<file path="config.mk">
export PLATFORM = sky130hd
export DESIGN_NAME = rtfl_cell
export DESIGN_NICKNAME = d
export VERILOG_FILES = /design/src/design/rtfl_pkg.sv /design/src/design/rtfl_cell.sv
export SDC_FILE = /design/constraint.sdc
export NUM_CORES = 1
export LEC_CHECK = 0
export ABC_AREA = 1
export CAP_MARGIN = 0
export CORE_AREA = 3 3 126 128
export DETAILED_ROUTE_END_ITERATION = 8
export DIE_AREA = 0 0 129 131
export DONT_BUFFER_PORTS = 1
export GPL_TIMING_DRIVEN = 0
export HOLD_SLACK_MARGIN = 0.05
export PLACE_DENSITY = 0.57
export SETUP_SLACK_MARGIN = 0.02
export SYNTH_ARGS = -nofsm -noshare
export SYNTH_HDL_FRONTEND = slang
export SYNTH_SLANG_ARGS = --single-unit
</file>
<file path="constraint.sdc">
create_clock -name i_clk -period 5.72 [get_ports i_clk]
set_clock_uncertainty 0.1 [all_clocks]
set_input_delay 1.144 -clock i_clk [delete_from_list [all_inputs] [get_ports i_clk]]
set_output_delay 1.144 -clock i_clk [all_outputs]
set_load 0.005 [all_outputs]
</file>
<file path="src/design/rtfl_pkg.sv">
// Shared types, constants and codes of the RGBA transfer function lookup.
// Used by every module of the block; depends on nothing.
package rtfl_pkg;

    localparam int DEPTH = 64;
    localparam int IDX_W = 6;
    localparam int CNT_W = 7;
    localparam int KEY_W = 16;
    localparam int ADDR_W = 4;
    localparam int DIV_STEPS = 17;

    typedef logic [KEY_W-1:0] t_key;
    typedef logic [15:0] t_q16;

    typedef struct packed {
        t_q16 alpha;
        t_q16 blue;
        t_q16 green;
        t_q16 red;
    } t_color;

    typedef struct packed {
        t_key   key;
        t_color color;
    } t_point;

    typedef struct packed {
        logic load_key;
        logic shift_r;
        logic shift_l;
        logic load_color;
    } t_cell_ctl;

    typedef enum logic [1:0] {
        CMD_EVAL   = 2'd0,
        CMD_ADD    = 2'd1,
        CMD_REMOVE = 2'd2,
        CMD_CLEAR  = 2'd3
    } t_cmd;

    typedef enum logic [1:0] {
        STS_OK       = 2'd0,
        STS_NOTFOUND = 2'd1,
        STS_EMPTY    = 2'd2,
        STS_FULL     = 2'd3
    } t_status;

    localparam logic [1:0] REG_CLAMP = 2'd0;
    localparam logic [1:0] REG_HSV   = 2'd1;
    localparam logic [1:0] REG_WRAP  = 2'd2;

    typedef enum logic [2:0] {
        TS_IDLE,
        TS_SEARCH,
        TS_DECIDE,
        TS_EVAL,
        TS_FIN
    } t_top_state;

    typedef enum logic [2:0] {
        EV_IDLE,
        EV_DIVW,
        EV_DS0,
        EV_DH0,
        EV_DS1,
        EV_DH1,
        EV_MUL
    } t_ev_state;

endpackage

</file>
<file path="src/design/rtfl_cell.sv">
// One control point of the sorted table: key and color, handed to its neighbors.
// Depends on rtfl_pkg.
module rtfl_cell (
    input  logic               i_clk,
    input  rtfl_pkg::t_cell_ctl i_ctl,
    input  rtfl_pkg::t_point   i_left,
    input  rtfl_pkg::t_point   i_right,
    input  rtfl_pkg::t_point   i_new,
    output rtfl_pkg::t_point   o_point
);
    import rtfl_pkg::*;

    t_point r_point;

    always_ff @(posedge i_clk) begin
        priority if (i_ctl.load_key) begin
            r_point <= i_new;
        end else if (i_ctl.shift_r) begin
            r_point <= i_left;
        end else if (i_ctl.shift_l) begin
            r_point <= i_right;
        end else if (i_ctl.load_color) begin
            r_point.color <= i_new.color;
        end
    end

    assign o_point = r_point;

endmodule

</file>
==> results of run 1 <==
stage by stage:
| stage | util [%] | power, mW | setup WS, ns | hold WS, ns |
|---|---|---|---|---|
| 2_1_floorplan | - | 0.933 | 2.74 | 1.23 |
| 3_3_place_gp | 39.7 | 1.00 | 1.99 | 1.24 |
| 3_5_place_dp | 39.8 | 1.00 | 2.60 | 1.24 |
| 4_1_cts | 41.7 | 1.58 | 2.95 | 0.882 |
| 5_1_grt | 41.7 | 1.64 | 2.86 | 0.892 |
| 6_report | 41.7 | 1.56 | 3.01 | 0.900 |
layer usage:
metal | up-vias | GRT usage (%) | share of wire, %
met5 | - | 0 | 0
met4 | 0 | 6.98 | 2.1
met3 | 25 | 6.30 | 9.1
met2 | 222 | 31.7 | 48
met1 | 2239 | 24.7 | 40
li1 | 2674 | - | -
final cells by class:
type	count	share of cell area (%)
flip-flops and latches	80	38.4
repair buffers	1	0.320
multi-input cells	579	37.1
well taps	188	3.76
clock buffers	9	3.60
inverters	194	11.6
clock inverters	7	0.981
plain buffers	48	4.18
cells by family after synthesis:
logic type / after synthesis / share of synthesized area [%]
buffers and inverters: 242 / 17.3
and+or+nand+nor: 579 / 40.6
DFF: 80 / 42.1
synthesized netlist by cell type, drive strengths merged:
| cell type | n |
|---|---|
| nand2 | 353 |
| or2 | 1 |
| edfxtp | 80 |
| clkbuf | 3 |
| buf | 45 |
| nand3 | 96 |
| inv | 194 |
| nor2 | 129 |
worst min-delay path by stage:
stage	start	endpoint	slack, ns	cells past startpoint
after CTS	i_right[65]	o_point[65]	0.88	2
final	i_right[76]	o_point[76]	0.90	2
after detailed placement	i_right[65]	o_point[65]	1.24	2
after global routing	i_right[65]	o_point[65]	0.89	2
after global placement	i_right[64]	o_point[64]	1.24	2
after floorplan	i_right[64]	o_point[64]	1.23	2
placed cells by master (no fill, tap or decap), drive strengths merged:
cell type and count:
clkbuf 12, edfxtp 80, or2 1, bufinv 1, nand3 96, clkinvlp 1
nor2 129, inv 195, buf 46, nand2 353, clkinv 4
where the power goes:
group,switching [mW],total [mW],internal (mW)
Sequential,0.0429,0.770,0.727
Combinational,0.138,0.215,0.0768
Clock,0.239,0.573,0.334
==> out/metrics.yaml, run 1 <==
die-width_um: 129
drc_errors: 0
antenna_left: 0
fin_crit_ns: 2.71
slew_viol_final: 0
clockRootBuffer: "clkbuf_16"
hold_viol: 0
coreArea_um2: 15000
p_leak_nw: 3.68
synth_area_um2: 5710
max_freq_mhz: 369
placedCellCount: 1090
htreeDepth: 3
cpLargestDelayFamily: "simple AND/OR/NAND/NOR gates"
crit_slowest_cell: "or2_4"
synthCells: 901
diodes: 0
power_density_nw_per_um2: 249
ir_drop_mv: 0.158
ys_seq_area_share_pct: 42.1
dpl.hpwl_um: 13400
fin_crit_sh_pct: 47.4
relSlewSlack_pct: 64.5
cts_resized: 0
status: "finished clean"
die_height_um: 131
wirelength_um: 17700
arrival_ns: 2.64
setup_tns_ns: 0
wl_per_cell_um: 16.0
clk_pin_slew_ns: 0.06
setup_violations: 0
finalNetCount: 1158
rsz0062_at_grt: "false"
clock_sinks: 80
critPathBufInv: 2
vias: 5160
via_per_inst: 4.67
critPathLaunchType: "input pin"
path_class: "input pin to flip-flop"
cts_tree: "done"
first_global_vias: 4606
drv_cap: 0
io_pins: 325
place_congestion: 0.858
postCtsHoldBufs: 0
antenna_found_initial: 0
crit_start: "i_ctl[2]"
ys_top_cells_by_area: "edfxtp_1, nand2_1, inv_1"
placed_area_um2: 5960
first_iter_violations: 300
ys_ff_latch: 80
yosysTopAreaCellShare_pct: 42.1
synth_area_leader_cell: "edfxtp_1"
drive_gt1_share_pct: 6.64
die-area_um2: 16900
start_util_pct: 38.1
grt_usage_pct: 19.6
grt_max_degree: 35
first_pass_iters: 4
largest_register_ffs: 80
hp-class: "input pin to flip-flop"
areaGrowthSynthToFinish_pct: 9.54
path_depth: 5
cts.path.max_buffers: 2
grt_pass1_wl_um: 25500
final_area_um2: 6250
syn_avg_cell_area_um2: 6.33
syn-num-nets: 1146
worstMarginPinSlew_ns: 0.533
crit_end: "o_point[36]"
cts-buffers-inserted: 9
io_buffer_count: 0
multi_input_area_um2: 2320
synthDistinctLibCells: 11
seq_area_um2: 2400
fillers: 1629
path_cells: "buf_4, nor2_8, nand2_2, or2_4, buf_12"
yosysWarningCount: 0
grt-ovfl-total: 0
cp_max_fo: 34
crit_path_end_kind: "flip-flop"
layout.cells.non_filler: 1106
cts_setup_buffers: 0
crit_required_ns: 5.64
rows: 45
cp_slowest_stage_delay_ns: 0.53
No activity file was read; power rests on OpenSTA's default activity.
==> run 2, diff against run 1 <==
--- a/config.mk
+++ b/config.mk
@@ -5,15 +5,15 @@
 export SDC_FILE = /design/constraint.sdc
 export NUM_CORES = 1
 export LEC_CHECK = 0
-export ABC_AREA = 1
+export ABC_AREA = 0
 export CAP_MARGIN = 0
-export CORE_AREA = 3 3 126 128
+export CORE_AREA = 3 3 125 127
 export DETAILED_ROUTE_END_ITERATION = 8
-export DIE_AREA = 0 0 129 131
+export DIE_AREA = 0 0 128 130
 export DONT_BUFFER_PORTS = 1
 export GPL_TIMING_DRIVEN = 0
 export HOLD_SLACK_MARGIN = 0.05
-export PLACE_DENSITY = 0.57
+export PLACE_DENSITY = 0.5
 export SETUP_SLACK_MARGIN = 0.02
 export SYNTH_ARGS = -nofsm -noshare
 export SYNTH_HDL_FRONTEND = slang
==> constraint.sdc (replaced) <==
create_clock -name i_clk -period 2.6 [get_ports i_clk]
set_clock_uncertainty 0.1 [all_clocks]
set_input_delay 0.52 -clock i_clk [delete_from_list [all_inputs] [get_ports i_clk]]
set_output_delay 0.52 -clock i_clk [all_outputs]
set_load 0.005 [all_outputs]
==> run 2 against run 1 <==
  * Count of clock-buffer cells in the layout stayed put
  * Synthesized cell count is 59% lower
  * Clock power grew to 2.5 times the previous value
  * Hold slack worse by 0.62 ns
  * Largest power group unchanged
  * Die area is 1.5% lower
  * Critical path type unchanged
==> out/metrics.yaml, run 2 <==
wl_per_cell_um: 27.0
largest_register_ffs: 80
synth_area_leader_cell: "edfxtp_1"
ys.flop_type: "edfxtp_1"
fin_crit_ns: 2.23
slew_viol_final: 0
placedCellCount: 551
drv_cap: 0
cp_slowest_stage_delay_ns: 0.68
grt-ovfl-total: 0
status: "finished clean"
path_class: "input pin to flip-flop"
crit_required_ns: 2.47
final_common_cell: "edfxtp_1"
layout.cells.non_filler: 568
synth_area_um2: 4680
critPathBufInv: 1
p_sw_uw: 847
rows: 44
p_total_mw: 3.57
relSlewSlack_pct: 48.0
vias: 3511
switching_share_pct: 23.7
critPathLaunchType: "input pin"
placed_area_um2: 4920
hold_ws_ns: 0.279
grt_usage_pct: 16.9
ys_ff_latch: 80
setup_violations: 0
clk_pin_slew_ns: 0.06
yosysMostFrequentCell: "edfxtp_1"
hold_viol: 0
ir_drop_mv: 0.445
power_density_nw_per_um2: 677
drive_gt1_share_pct: 28.6
crit_path_end_kind: "flip-flop"
max_freq_mhz: 449
ys_top_cells_by_area: "edfxtp_1, o32ai_2, o22ai_1"
final_area_um2: 5270
die-area_um2: 16600
start_util_pct: 32.2
grt_max_degree: 65
fin_crit_sh_pct: 85.7
cp_max_fo: 32
areaGrowthSynthToFinish_pct: 12.5
via_per_inst: 6.18
holdPathStages: 2
first_pass_iters: 4
syn_avg_cell_area_um2: 12.8
ys_seq_area_share_pct: 51.3
seqPwrFrac_pct: 47.7
antenna_left: 0
grt_pass1_wl_um: 21100
arrival_ns: 2.10
path_depth: 3
io_pins: 325
cts_tree: "done"
p_leak_nw: 1.71
cts.path.max_buffers: 2
antenna_found_initial: 0
clockPowerShare_pct: 41.1
clock_sinks: 80
yosysTopAreaCellShare_pct: 51.3
htreeDepth: 3
hp-class: "input pin to flip-flop"
drc_errors: 0
first_global_vias: 3477
worstMarginPinSlew_ns: 0.780
die_height_um: 130
yosysWarningCount: 0
cpLargestDelayFamily: "simple AND/OR/NAND/NOR gates"
layout_common_cells: "edfxtp_1, o22ai_1, nor2_1"
wirelength_um: 15300
clockRootBuffer: "clkbuf_16"
synthCells: 367
postCtsHoldBufs: 0
rsz0062_at_grt: "false"
crit_slowest_cell: "or3_1"
async_flop_share_pct: 0
place_congestion: 0.806
finalNetCount: 624
diodes: 0
synthDistinctLibCells: 19
intPower_mw: 2.72
first_iter_violations: 237
die-width_um: 128
synth_commonest_cells: "edfxtp_1, o22ai_1, nor2_1"
io_buffer_count: 0
cts-buffers-inserted: 9
dpl.hpwl_um: 11600
comb_power_share_pct: 11.3
synth_edf_count: 80
coreArea_um2: 14500
syn-num-nets: 612
path_cells: "buf_2, or3_1, or2_4"
## run 2: changes by cell type in the layout (fill, tap and decap cells not counted), sizes merged, moves of 6 or more
cell / change
inv: -194
nor2: -66
clkbuf: +6
mux2i: +16
buf: -15
o21ai: +16
o22ai: +64
nand2: -337
o32ai: +63
nand3: -96
## run 2: metal layers
layer / wire length, um / global-route usage, %
met2: 7920 / 29.4
met4: 353 / 6.93
met1: 5420 / 19.3
met3: 1620 / 5.40
met5: 0 / 0
## run 2: repair_timing
| action | 4_1_cts | 5_1_grt |
|---|---|---|
| resized for setup | 0 | 1 |
| endpoints found under the setup margin | 0 | 64 |
| setup buffers | 0 | 0 |
## run 2: final timing paths
path       from          end  slack, ns
max    i_ctl[2]  o_point[23]       0.37
min   i_new[64]  o_point[64]       0.28
## run 2: logic make-up after synthesis
logic type,count (synthesis),synth area share [%]
muxes,16,3.42
and+or+nand+nor,87,7.48
AOI/OAI and AO/OA,143,31.5
DFF,80,51.3
buffers and inverters,41,6.31
## run 2: stage by stage
stage | TNS (ns) | worst slack (ns) | util (%)
finish | 0 | 0.371 | 36.3
global route | 0 | 0.220 | 36.3
CTS | 0 | 0.0937 | 36.2
detailed placement | -15.58 | -0.248 | 33.8
global placement | -45.31 | -0.714 | 33.8
floorplan | 0 | 0.0411 | -
## run 2: final cells by class
type	instances	area, um2
sequential	80	2400
inverter	1	3.75
fill	1435	9260
buffer	40	292
tap	184	230
multi-input combinational	247	2000
clock inverter	7	120
clock buffer	9	225
## run 2: power groups by stage
stage	clock, mW	sequential, mW	combinational [mW]
floorplan	0	1.68	0.322
global placement	0	1.74	0.392
detailed placement	0	1.73	0.405
CTS	1.51	1.71	0.403
global route	1.56	1.72	0.444
finish	1.46	1.70	0.401
==> run 3, diff against run 2 <==
--- a/config.mk
+++ b/config.mk
@@ -8,6 +8,7 @@
 export ABC_AREA = 0
 export CAP_MARGIN = 0
 export CORE_AREA = 3 3 125 127
+export CTS_BUF_LIST = sky130_fd_sc_hd__clkbuf_4 sky130_fd_sc_hd__clkbuf_8
 export DETAILED_ROUTE_END_ITERATION = 8
 export DIE_AREA = 0 0 128 130
 export DONT_BUFFER_PORTS = 1
==> run 3 against run 2 <==
  * Sequential power barely moved
  * First-iteration DRC count fell by 27%
  * Setup slack improved by 0.029 ns
  * Sequential share of layout area rose by 0.89 points
  * Via count fell by 1.6%
  * Total power fell by 9.4%
  * Cell count did not move
  * Hold slack got worse by 0.028 ns
  * Count of clock-buffer cells in the layout did not move
  * Routed wire length rose by 0.49%
  * Clock power fell by 23%
  * Highest routed layer unchanged
==> out/metrics.yaml, run 3 (synthesized netlist as in run 2, its figures left out) <==
via_per_inst: 6.08
layout.cells.non_filler: 568
use_met2_pct: 29.2
worstHoldStart: "i_new[72]"
grt-ovfl-total: 0
crit_path_end_kind: "flip-flop"
placedCellCount: 551
finalNetCount: 624
coreArea_um2: 14500
dpl.hpwl_um: 11600
rows: 44
antenna_left: 0
cts_tree: "done"
relSlewSlack_pct: 48.8
die-width_um: 128
power_density_nw_per_um2: 625
critPathLaunchType: "input pin"
crit_required_ns: 2.50
path_class: "input pin to flip-flop"
place_congestion: 0.806
use_met1_pct: 19.5
clockPowerShare_pct: 35.0
hold_ws_ns: 0.251
cp_max_fo: 32
layout_common_cells: "edfxtp_1, o22ai_1, nor2_1"
cts_resized: 0
grt_usage_pct: 16.9
hold_viol: 0
fin_crit_sh_pct: 84.6
clock_sinks: 80
clockRootBuffer: "clkbuf_8"
cts.path.max_buffers: 2
rsz0062_at_grt: "false"
drive_gt1_share_pct: 28.6
largest_register_ffs: 80
clk_pin_slew_ns: 0.09
setup_violations: 0
setup_tns_ns: 0
fin_util_pct: 35.6
final_common_cell: "edfxtp_1"
max_freq_mhz: 455
fillers: 1449
slew_viol_final: 0
multi_input_area_um2: 2000
dp_slack_ns: -0.248
arrival_ns: 2.10
postCtsHoldBufs: 0
p_sw_uw: 815
diodes: 0
worstMarginPinSlew_ns: 0.768
drv_cap: 0
final_area_um2: 5170
grt.busiest_layer: "met2"
fin_crit_ns: 2.20
first_global_vias: 3466
start_util_pct: 32.2
areaGrowthSynthToFinish_pct: 10.4
cts_setup_buffers: 0
die_height_um: 130
hold_end: "o_point[72]"
p_total_mw: 3.23
first_pass_iters: 4
drc_errors: 0
final.setup.worst_slack_ns: 0.400
wl_per_cell_um: 27.1
seqPwrFrac_pct: 52.5
comb_power_share_pct: 12.4
placed_area_um2: 4920
wirelength_um: 15400
switching_share_pct: 25.2
intPower_mw: 2.42
status: "finished clean"
p_leak_nw: 1.66
io_pins: 325
grtUsageMet3_pct: 5.32
antenna_found_initial: 0
hp-class: "input pin to flip-flop"
seq_area_um2: 2400
die-area_um2: 16600
grt_pass1_wl_um: 21100
ir_drop_mv: 0.294
io_buffer_count: 0
holdPathStages: 2
htreeDepth: 3
vias: 3454
first_iter_violations: 173
cts-buffers-inserted: 9
grt_max_degree: 65
[run 3: layer usage]
metal	part of all wire, %	vias up
met2	51	240
met1	36	1658
met3	10	28
li1	-	1528
met5	0	-
met4	2.5	0
[run 3: worst max-delay path by stage]
stage,from,to,slack (ns),depth (start not counted)
after global routing,i_ctl[2],o_point[27],0.25,3
after CTS,i_ctl[2],o_point[27],0.13,3
after global placement,i_ctl[2],o_point[45],-0.71,3
after floorplan,i_ctl[2],o_point[0],0.04,3
after detailed placement,i_ctl[2],o_point[41],-0.25,3
final,i_ctl[2],o_point[54],0.40,3
[run 3: cell type report]
| class | instances | area share [%] |
|---|---|---|
| multi-input combinational | 247 | 38.6 |
| inverter | 1 | 0.0726 |
| sequential | 80 | 46.5 |
| clock inverter | 7 | 2.32 |
| buffer | 40 | 5.64 |
| clock buffer | 9 | 2.40 |
| tap | 184 | 4.45 |
[run 3: worst max-delay path, cell delays in order]
cell and delay [ns]:
buf_2 0.29, or3_1 0.68, or2_4 0.58
[run 3: power by group through the flow]
stage          sequential [mW]  clock, mW  combinational (mW)
4_1_cts                   1.70       1.17               0.403
5_1_grt                   1.71       1.22               0.444
3_3_place_gp              1.74          0               0.392
6_report                  1.70       1.13               0.402
2_1_floorplan             1.68          0               0.322
3_5_place_dp              1.73          0               0.405
