## src/design/rtfl_pkg.sv

```systemverilog
// Shared types, constants and codes of the RGBA transfer function lookup.
// Used by every module of the block; depends on nothing.
package rtfl_pkg;

    localparam int DEPTH = 64;
    localparam int IDX_W = 6;
    localparam int CNT_W = 7;
    localparam int KEY_W = 16;
    localparam int ADDR_W = 4;
    localparam int DIV_STEPS = 17;

    typedef logic [KEY_W-1:0] t_key;
    typedef logic [15:0] t_q16;

    typedef struct packed {
        t_q16 alpha;
        t_q16 blue;
        t_q16 green;
        t_q16 red;
    } t_color;

    typedef struct packed {
        t_key   key;
        t_color color;
    } t_point;

    typedef struct packed {
        logic load_key;
        logic shift_r;
        logic shift_l;
        logic load_color;
    } t_cell_ctl;

    typedef enum logic [1:0] {
        CMD_EVAL   = 2'd0,
        CMD_ADD    = 2'd1,
        CMD_REMOVE = 2'd2,
        CMD_CLEAR  = 2'd3
    } t_cmd;

    typedef enum logic [1:0] {
        STS_OK       = 2'd0,
        STS_NOTFOUND = 2'd1,
        STS_EMPTY    = 2'd2,
        STS_FULL     = 2'd3
    } t_status;

    localparam logic [1:0] REG_CLAMP = 2'd0;
    localparam logic [1:0] REG_HSV   = 2'd1;
    localparam logic [1:0] REG_WRAP  = 2'd2;

    typedef enum logic [2:0] {
        TS_IDLE,
        TS_SEARCH,
        TS_DECIDE,
        TS_EVAL,
        TS_FIN
    } t_top_state;

    typedef enum logic [2:0] {
        EV_IDLE,
        EV_DIVW,
        EV_DS0,
        EV_DH0,
        EV_DS1,
        EV_DH1,
        EV_MUL
    } t_ev_state;

endpackage

```

## src/design/rtfl_div.sv

```systemverilog
// Restoring divider, one quotient bit per cycle, quotient below 2^17.
// Depends on rtfl_pkg.
module rtfl_div (
    input  logic        i_clk,
    input  logic        i_rst_n,
    input  logic        i_start,
    input  logic [31:0] i_num,
    input  logic [18:0] i_den,
    output logic        o_done,
    output logic [16:0] o_quot
);
    import rtfl_pkg::*;

    logic [18:0] r_rem;
    logic [16:0] r_lo;
    logic [18:0] r_den;
    logic [4:0]  r_cnt;
    logic        r_busy;
    logic        r_done;
    logic [19:0] w_trial;
    logic        w_fit;

    assign w_trial = {r_rem, r_lo[16]};
    assign w_fit   = w_trial >= {1'b0, r_den};

    always_ff @(posedge i_clk) begin
        if (!i_rst_n) begin
            r_busy <= 1'b0;
            r_done <= 1'b0;
            r_cnt  <= '0;
        end else begin
            r_done <= 1'b0;
            if (i_start) begin
                r_busy <= 1'b1;
                r_cnt  <= 5'(DIV_STEPS);
            end else if (r_busy) begin
                r_cnt <= r_cnt - 5'd1;
                if (r_cnt == 5'd1) begin
                    r_busy <= 1'b0;
                    r_done <= 1'b1;
                end
            end
        end
    end

    always_ff @(posedge i_clk) begin
        if (i_start) begin
            r_rem <= {4'b0, i_num[31:17]};
            r_lo  <= i_num[16:0];
            r_den <= i_den;
        end else if (r_busy) begin
            r_rem <= w_fit ? 19'(w_trial - {1'b0, r_den}) : w_trial[18:0];
            r_lo  <= {r_lo[15:0], w_fit};
        end
    end

    assign o_done = r_done;
    assign o_quot = r_lo;

endmodule

```

## src/design/rtfl_eval.sv

```systemverilog
// Interpolation sequencer: weight division, HSV conversion, one shared multiplier.
// Depends on rtfl_pkg and rtfl_div.
module rtfl_eval (
    input  logic             i_clk,
    input  logic             i_rst_n,
    input  logic             i_start,
    input  logic             i_hsv,
    input  logic             i_wrap,
    input  rtfl_pkg::t_key   i_x,
    input  rtfl_pkg::t_key   i_k0,
    input  rtfl_pkg::t_key   i_k1,
    input  rtfl_pkg::t_color i_c0,
    input  rtfl_pkg::t_color i_c1,
    output logic             o_done,
    output rtfl_pkg::t_color o_color
);
    import rtfl_pkg::*;

    typedef struct packed {
        t_q16 mx;
        t_q16 d;
        t_q16 base;
        logic neg;
        t_q16 diff;
    } t_hsv_pre;

    function automatic t_hsv_pre hsv_pre(input t_color c);
        t_hsv_pre p;
        t_q16     mx;
        t_q16     mn;
        t_q16     pos;
        t_q16     ng;
        mx = c.red;
        mn = c.red;
        if (c.green > mx) mx = c.green;
        if (c.blue > mx) mx = c.blue;
        if (c.green < mn) mn = c.green;
        if (c.blue < mn) mn = c.blue;
        if (c.red == mx) begin
            p.base = 16'd0;
            pos = c.green;
            ng = c.blue;
        end else if (c.green == mx) begin
            p.base = 16'd21845;
            pos = c.blue;
            ng = c.red;
        end else begin
            p.base = 16'd43691;
            pos = c.red;
            ng = c.green;
        end
        p.mx   = mx;
        p.d    = mx - mn;
        p.neg  = pos < ng;
        p.diff = p.neg ? ng - pos : pos - ng;
        return p;
    endfunction

    t_ev_state r_state, n_state;
    logic      r_div_run;
    logic      r_done;
    logic [3:0] r_op;
    t_key      r_x, r_k0, r_k1;
    t_color    r_c0, r_c1;
    t_q16      r_w, r_s0, r_h0, r_s1, r_h1;
    t_q16      r_res [9];

    t_hsv_pre  w_p0, w_p1;
    logic      w_div_start, w_div_done, w_skip;
    logic [31:0] w_num;
    logic [18:0] w_den;
    logic [16:0] w_quot;
    t_q16      w_hue_q;
    t_q16      w_sat_q;

    logic signed [33:0] w_base;
    logic signed [18:0] w_m1;
    logic [16:0]        w_m2;
    logic signed [36:0] w_acc;
    t_q16               w_prod;
    logic [16:0]        w_ha, w_hb;
    logic               w_hwrap;
    logic [18:0]        w_h6;
    t_q16               w_f;
    logic [3:0]         w_last_op;

    assign w_p0 = hsv_pre(r_c0);
    assign w_p1 = hsv_pre(r_c1);

    always_comb begin
        w_num  = '0;
        w_den  = '0;
        w_skip = 1'b0;
        unique case (r_state)
            EV_DIVW: begin
                w_num = {16'(r_x - r_k0), 16'b0};
                w_den = {3'b0, 16'(r_k1 - r_k0)};
            end
            EV_DS0: begin
                w_num  = {w_p0.d, 16'b0};
                w_den  = {3'b0, w_p0.mx};
                w_skip = w_p0.mx == 16'd0;
            end
            EV_DH0: begin
                w_num  = {w_p0.diff, 16'b0};
                w_den  = 19'({w_p0.d, 2'b0}) + 19'({w_p0.d, 1'b0});
                w_skip = w_p0.d == 16'd0;
            end
            EV_DS1: begin
                w_num  = {w_p1.d, 16'b0};
                w_den  = {3'b0, w_p1.mx};
                w_skip = w_p1.mx == 16'd0;
            end
            EV_DH1: begin
                w_num  = {w_p1.diff, 16'b0};
                w_den  = 19'({w_p1.d, 2'b0}) + 19'({w_p1.d, 1'b0});
                w_skip = w_p1.d == 16'd0;
            end
            default: begin
                w_skip = 1'b0;
            end
        endcase
    end

    assign w_div_start = (r_state == EV_DIVW || r_state == EV_DS0 || r_state == EV_DH0 ||
                          r_state == EV_DS1 || r_state == EV_DH1) && !r_div_run && !w_skip;

    rtfl_div u_div (
        .i_clk   (i_clk),
        .i_rst_n (i_rst_n),
        .i_start (w_div_start),
        .i_num   (w_num),
        .i_den   (w_den),
        .o_done  (w_div_done),
        .o_quot  (w_quot)
    );

    assign w_sat_q = w_quot[16] ? 16'hFFFF : w_quot[15:0];
    always_comb begin
        if (r_state == EV_DH0) begin
            w_hue_q = w_p0.neg ? w_p0.base - w_quot[15:0] : w_p0.base + w_quot[15:0];
        end else begin
            w_hue_q = w_p1.neg ? w_p1.base - w_quot[15:0] : w_p1.base + w_quot[15:0];
        end
    end

    assign w_last_op = i_hsv ? 4'd8 : 4'd3;

    always_comb begin
        n_state = r_state;
        unique case (r_state)
            EV_IDLE: if (i_start) n_state = EV_DIVW;
            EV_DIVW: if (w_div_done) n_state = i_hsv ? EV_DS0 : EV_MUL;
            EV_DS0:  if (w_div_done || w_skip) n_state = EV_DH0;
            EV_DH0:  if (w_div_done || w_skip) n_state = EV_DS1;
            EV_DS1:  if (w_div_done || w_skip) n_state = EV_DH1;
            EV_DH1:  if (w_div_done || w_skip) n_state = EV_MUL;
            EV_MUL:  if (r_op == w_last_op) n_state = EV_IDLE;
            default: n_state = EV_IDLE;
        endcase
    end

    assign w_hwrap = i_wrap && ({1'b0, r_h0} > 17'(r_h1) + 17'd32768 ||
                                {1'b0, r_h1} > 17'(r_h0) + 17'd32768);
    assign w_ha = {w_hwrap && r_h0 <= r_h1, r_h0};
    assign w_hb = {w_hwrap && r_h0 > r_h1, r_h1};

    assign w_h6 = 19'({r_res[2], 2'b0}) + 19'({r_res[2], 1'b0});
    assign w_f  = w_h6[15:0];

    always_comb begin
        w_base = '0;
        w_m1   = '0;
        w_m2   = {1'b0, r_w};
        unique case (r_op)
            4'd0: begin
                if (i_hsv) begin
                    w_base = 34'({r_s0, 16'b0});
                    w_m1   = 19'(signed'({3'b0, r_s1}) - signed'({3'b0, r_s0}));
                end else begin
                    w_base = 34'({r_c0.red, 16'b0});
                    w_m1   = 19'(signed'({3'b0, r_c1.red}) - signed'({3'b0, r_c0.red}));
                end
            end
            4'd1: begin
                if (i_hsv) begin
                    w_base = 34'({w_p0.mx, 16'b0});
                    w_m1   = 19'(signed'({3'b0, w_p1.mx}) - signed'({3'b0, w_p0.mx}));
                end else begin
                    w_base = 34'({r_c0.green, 16'b0});
                    w_m1   = 19'(signed'({3'b0, r_c1.green}) - signed'({3'b0, r_c0.green}));
                end
            end
            4'd2: begin
                if (i_hsv) begin
                    w_base = 34'({w_ha, 16'b0});
                    w_m1   = 19'(signed'({2'b0, w_hb}) - signed'({2'b0, w_ha}));
                end else begin
                    w_base = 34'({r_c0.blue, 16'b0});
                    w_m1   = 19'(signed'({3'b0, r_c1.blue}) - signed'({3'b0, r_c0.blue}));
                end
            end
            4'd3: begin
                w_base = 34'({r_c0.alpha, 16'b0});
                w_m1   = 19'(signed'({3'b0, r_c1.alpha}) - signed'({3'b0, r_c0.alpha}));
            end
            4'd4: begin
                w_m1 = {3'b0, r_res[1]};
                w_m2 = 17'h10000 - 17'(r_res[0]);
            end
            4'd5: begin
                w_m1 = {3'b0, r_res[0]};
                w_m2 = {1'b0, w_f};
            end
            4'd6: begin
                w_m1 = {3'b0, r_res[1]};
                w_m2 = 17'h10000 - 17'(r_res[5]);
            end
            4'd7: begin
                w_m1 = {3'b0, r_res[0]};
                w_m2 = 17'h10000 - 17'(w_f);
            end
            4'd8: begin
                w_m1 = {3'b0, r_res[1]};
                w_m2 = 17'h10000 - 17'(r_res[7]);
            end
            default: begin
                w_m1 = '0;
            end
        endcase
    end

    assign w_acc  = 37'(w_base) + 37'(w_m1 * signed'({1'b0, w_m2})) + 37'sd32768;
    assign w_prod = w_acc[31:16];

    always_ff @(posedge i_clk) begin
        if (!i_rst_n) begin
            r_state   <= EV_IDLE;
            r_div_run <= 1'b0;
            r_done    <= 1'b0;
            r_op      <= '0;
        end else begin
            r_state <= n_state;
            r_done  <= r_state == EV_MUL && r_op == w_last_op;
            if (w_div_start) begin
                r_div_run <= 1'b1;
            end else if (w_div_done) begin
                r_div_run <= 1'b0;
            end
            if (r_state == EV_MUL) begin
                r_op <= r_op + 4'd1;
            end else begin
                r_op <= '0;
            end
        end
    end

    always_ff @(posedge i_clk) begin
        if (r_state == EV_IDLE && i_start) begin
            r_x  <= i_x;
            r_k0 <= i_k0;
            r_k1 <= i_k1;
            r_c0 <= i_c0;
            r_c1 <= i_c1;
        end
        if (r_state == EV_DIVW && w_div_done) r_w <= w_quot[15:0];
        if (r_state == EV_DS0) r_s0 <= w_skip ? 16'd0 : w_sat_q;
        if (r_state == EV_DH0) r_h0 <= w_skip ? 16'd0 : w_hue_q;
        if (r_state == EV_DS1) r_s1 <= w_skip ? 16'd0 : w_sat_q;
        if (r_state == EV_DH1) r_h1 <= w_skip ? 16'd0 : w_hue_q;
        if (r_state == EV_MUL) begin
            for (int k = 0; k < 9; k++) begin
                if (r_op == 4'(k)) r_res[k] <= w_prod;
            end
        end
    end

    always_comb begin
        o_color.alpha = r_res[3];
        if (!i_hsv) begin
            o_color.red   = r_res[0];
            o_color.green = r_res[1];
            o_color.blue  = r_res[2];
        end else begin
            unique case (w_h6[18:16])
                3'd0: begin
                    o_color.red = r_res[1]; o_color.green = r_res[8]; o_color.blue = r_res[4];
                end
                3'd1: begin
                    o_color.red = r_res[6]; o_color.green = r_res[1]; o_color.blue = r_res[4];
                end
                3'd2: begin
                    o_color.red = r_res[4]; o_color.green = r_res[1]; o_color.blue = r_res[8];
                end
                3'd3: begin
                    o_color.red = r_res[4]; o_color.green = r_res[6]; o_color.blue = r_res[1];
                end
                3'd4: begin
                    o_color.red = r_res[8]; o_color.green = r_res[4]; o_color.blue = r_res[1];
                end
                default: begin
                    o_color.red = r_res[1]; o_color.green = r_res[4]; o_color.blue = r_res[6];
                end
            endcase
        end
    end

    assign o_done = r_done;

endmodule

```

## config.mk

```make
export PLATFORM = sky130hd
export DESIGN_NAME = rtfl_eval
export DESIGN_NICKNAME = d
export VERILOG_FILES = /design/src/design/rtfl_pkg.sv /design/src/design/rtfl_div.sv /design/src/design/rtfl_eval.sv
export SDC_FILE = /design/constraint.sdc
export NUM_CORES = 2
export LEC_CHECK = 0
export ABC_AREA = 0
export CAP_MARGIN = 0
export CORE_ASPECT_RATIO = 1.1
export CORE_MARGIN = 1.5
export CORE_UTILIZATION = 30
export CTS_CLUSTER_SIZE = 14
export DETAILED_ROUTE_END_ITERATION = 8
export DONT_BUFFER_PORTS = 1
export PLACE_DENSITY = 0.46
export SYNTH_ARGS = -nofsm -noshare
export SYNTH_HDL_FRONTEND = slang
export SYNTH_SLANG_ARGS = --single-unit
```

## constraint.sdc

```tcl
create_clock -name i_clk -period 20.7 [get_ports i_clk]
set_clock_uncertainty 0.15 [all_clocks]
set_input_delay 4.14 -clock i_clk [delete_from_list [all_inputs] [get_ports i_clk]]
set_output_delay 4.14 -clock i_clk [all_outputs]
set_load 0.01 [all_outputs]
```

==> summary.txt <==
Worst setup path
  • Critical path origin: r_c1[13]
  • Kind of cell adding the most delay to the critical path: compound AO/OA/AOI/OAI gates
  • Reg-to-Reg End: r_res[0][95]
  • R2r startpoint: r_c1[13]
  • Buf+Inv Stages, Crit Path: 8
  • Critical Path Most Common Cell: a21oi_1
  • Max incr delay on CP: ~790 ps
  • Crit end category: flop
  • Required @ worst endpoint: roughly 21000 ps
  • Reg2reg setup slack: approximately 3300 ps
  • CP max FO: 28
  • Worst path slowest cell: o311ai_0
  • Type of origin of the critical path: flop
  • Kind of critical path: flop to flop
  • Worst reg2reg path depth: 58
  • Critical path arrival: ~18000 ps

CTS
  • Root buffer cell: clkbuf_16
  • Deepest clock path buffer count: 3
  • Clk sinks: approximately 470
  • Postcts setup bufs: 0
  • CTS tree: done
  • H-tree levels: 2
  • Hold buffer count at cts: 0
  • Post-CTS Resized: 0
  • Clock transition at path regs: roughly 60 ps
  • CTS Buf Count: 61
  • Clock latency on the worst-skew pair: around 740 ps

Routing
  • DR iter-0 viols: roughly 3900
  • WL per Instance: about 27 um
  • DRC viols: 0
  • Routed via count: 46183
  • Post-route ant nets: 0
  • Via density: 5.42
  • Routed Wire Length: between 200000 and 250000 um
  • DRT Pass-1 Iters: 6

Global route
  • Total track usage: between 20% and 30%
  • Grt total ovfl: 0
  • Vias in the first global route: around 45000
  • First-pass GRT wire length: ~330000 um
  • Initial antenna violation count: 31
  • Largest net degree at the start of global routing: ~190

Logic synthesis
  • Synth top cells by count: inv_1, ha_1, nor2_1
  • Share of synthesized registers carrying an async set or reset: 0%
  • Post-Synthesis Cells: 6156
  • Post-synthesis adder-cell area fraction: between 20% and 30%
  • Ys flop type: edfxtp_1
  • Cell Area, Synth: 53900 um2
  • Largest family of logic cells by synthesized area: adder cells
  • Count leader, synth: inv_1
  • Synth cell types: between 100 and 150
  • Post-synthesis sequential area ratio: between 20% and 30%
  • Synth Register Bits: ~470
  • Synth Warn #: 0
  • Synth Area in Simple Gates: between 10 and 15%
  • Post-synth top area cell: edfxtp_1
  • Synthesized area per cell: approximately 9 um2
  • Post-synth top area share: around a quarter
  • Syn nets: just over 7000
  • Post-synth EDFFs: roughly 450
  • Area contributors post-synth: edfxtp_1, ha_1, fa_1
  • XOR/XNOR Fraction of Synth Area: under 10%
  • Post-synthesis compound-gate area fraction: roughly a fifth
  • Mux share of post-synthesis cell area: between 3 and 4%

Layout
  • Layout area overhead: 9.55%
  • Filler cell count: 18680
  • Sequential cell area: about 14000 um2
  • Layout cells sized above 1: about 5.6%
  • Final #Nets: around 7000
  • Multi-input logic area: between 30000 and 40000 um2

Run
  • Max_cap viols: 0

STA
  • Final setup fails: 0
  • Peak Freq: roughly 0.058 GHz
  • Fin crit share: roughly 84%
  • Unrepaired setup endpoints after global routing: false
  • Max_slew headroom: between 5 and 6%
  • Actual slew at the worst max-slew pin: about 1400 ps
  • Min Clock Period, post-route: roughly 17000 ps
  • Hold Vio Cnt, Final: 0
  • Setup tns final: 0 ps
  • Max Slew Vio Count: 0

Die
  • Die height: roughly 450 um
  • Row count: ~160
  • Core area: between 150000 and 200000 um2
  • Die X: roughly 400 um
  • Die Footprint: around 180000 um2
  • Initial core utilization: 30.3%
  • IO Pins: 246

Min path
  • Worst min path class: flop to flop
  • Hold Path Sink: r_div_run
  • Worst hold start: r_div_run
  • Hold-critical path depth: 2

Placement
  • Hpwl dp: between 150000 and 200000 um
  • GP Congestion: between 0.9 and 1
  • PortBufs: 0

Run status
  • Status: finished, final reports clean
==> worst max-delay path by stage <==
stage / end / cells past startpoint / slack, ps
CTS: r_res[0][15] / 56 / 3580
detailed placement: r_res[0][47] / 56 / 3650
floorplan: r_res[0][111] / 57 / 6400
finish: r_res[0][95] / 58 / 3310
global route: r_res[0][95] / 59 / 2220
global placement: r_res[0][111] / 56 / 3890
==> metal layers <==
| layer | vias up | routed length, um | GRT usage [%] | share of wire [%] |
|---|---|---|---|---|
| li1 | 21180 | - | - | - |
| met1 | 22875 | 95100 | 31.4 | 41 |
| met2 | 1645 | 107000 | 41.1 | 46 |
| met3 | 469 | 12600 | 2.96 | 5.4 |
| met4 | 14 | 16900 | 15.7 | 7.3 |
| met5 | - | 89 | 0 | 0.038 |
==> flip-flops by register name (all words and copies together) (netlist names), 3 cells and up <==
name          cells
r_state           3
u_div.r_rem      19
u_div.r_cnt       5
r_c0             64
r_w              16
r_h0             16
r_res           144
r_op              4
r_x              16
u_div.o_quot     17
u_div.r_den      19
r_h1             16
r_s1             16
r_c1             64
r_s0             16
r_k1             16
r_k0             16
==> cell type report <==
| class | instances | share of cell area (%) |
|---|---|---|
| multi-input combinational | 4527 | 60.4 |
| sequential | 471 | 23.6 |
| inverter | 899 | 5.72 |
| tap | 2378 | 5.04 |
| clock buffer | 75 | 2.76 |
| timing repair buffer | 120 | 1.53 |
| clock inverter | 41 | 0.837 |
| antenna | 15 | 0.0636 |
==> stage by stage <==
| stage | setup WS [ps] | cells | util, % | hold WS [ps] | instance area, um2 |
|---|---|---|---|---|---|
| after detailed placement | 3650 | 8395 | 32.0 | 315 | 56900 |
| final | 3310 | 8526 | 33.2 | 326 | 59000 |
| after CTS | 3580 | 8511 | 33.2 | 325 | 59000 |
| after global placement | 3890 | 8395 | 32.0 | 308 | 56900 |
| after floorplan | 6400 | 6156 | - | 295 | 53900 |
| after global routing | 2220 | 8516 | 33.2 | 334 | 59000 |
==> placed cells by master, fill, tap and decap left out, types with 120 or more instances in the layout <==
cell type    n
inv_1      894
ha_1       529
nor2_1     485
nand2_1    483
a21oi_1    462
edfxtp_1   451
o21ai_0    331
fa_1       314
xnor2_1    299
mux2i_1    153
buf_4      120
==> cells by family after synthesis <==
kind of cell	count (synthesis)
xor+xnor	384
simple gates	1571
compound gates	1552
fa+ha+maj	856
flops	471
mux	164
buf+inv	1158
==> worst min-delay path, delay by kind of cell (launching register included) <==
family | cells | cell delay [ps]
AOI/OAI and AO/OA | 1 | 60
DFF | 1 | 310
and+or+nand+nor | 1 | 60
Power is left out: the tool's default activity adds up to more than one toggle a clock period on the data nets, which glitch-free logic cannot reach.
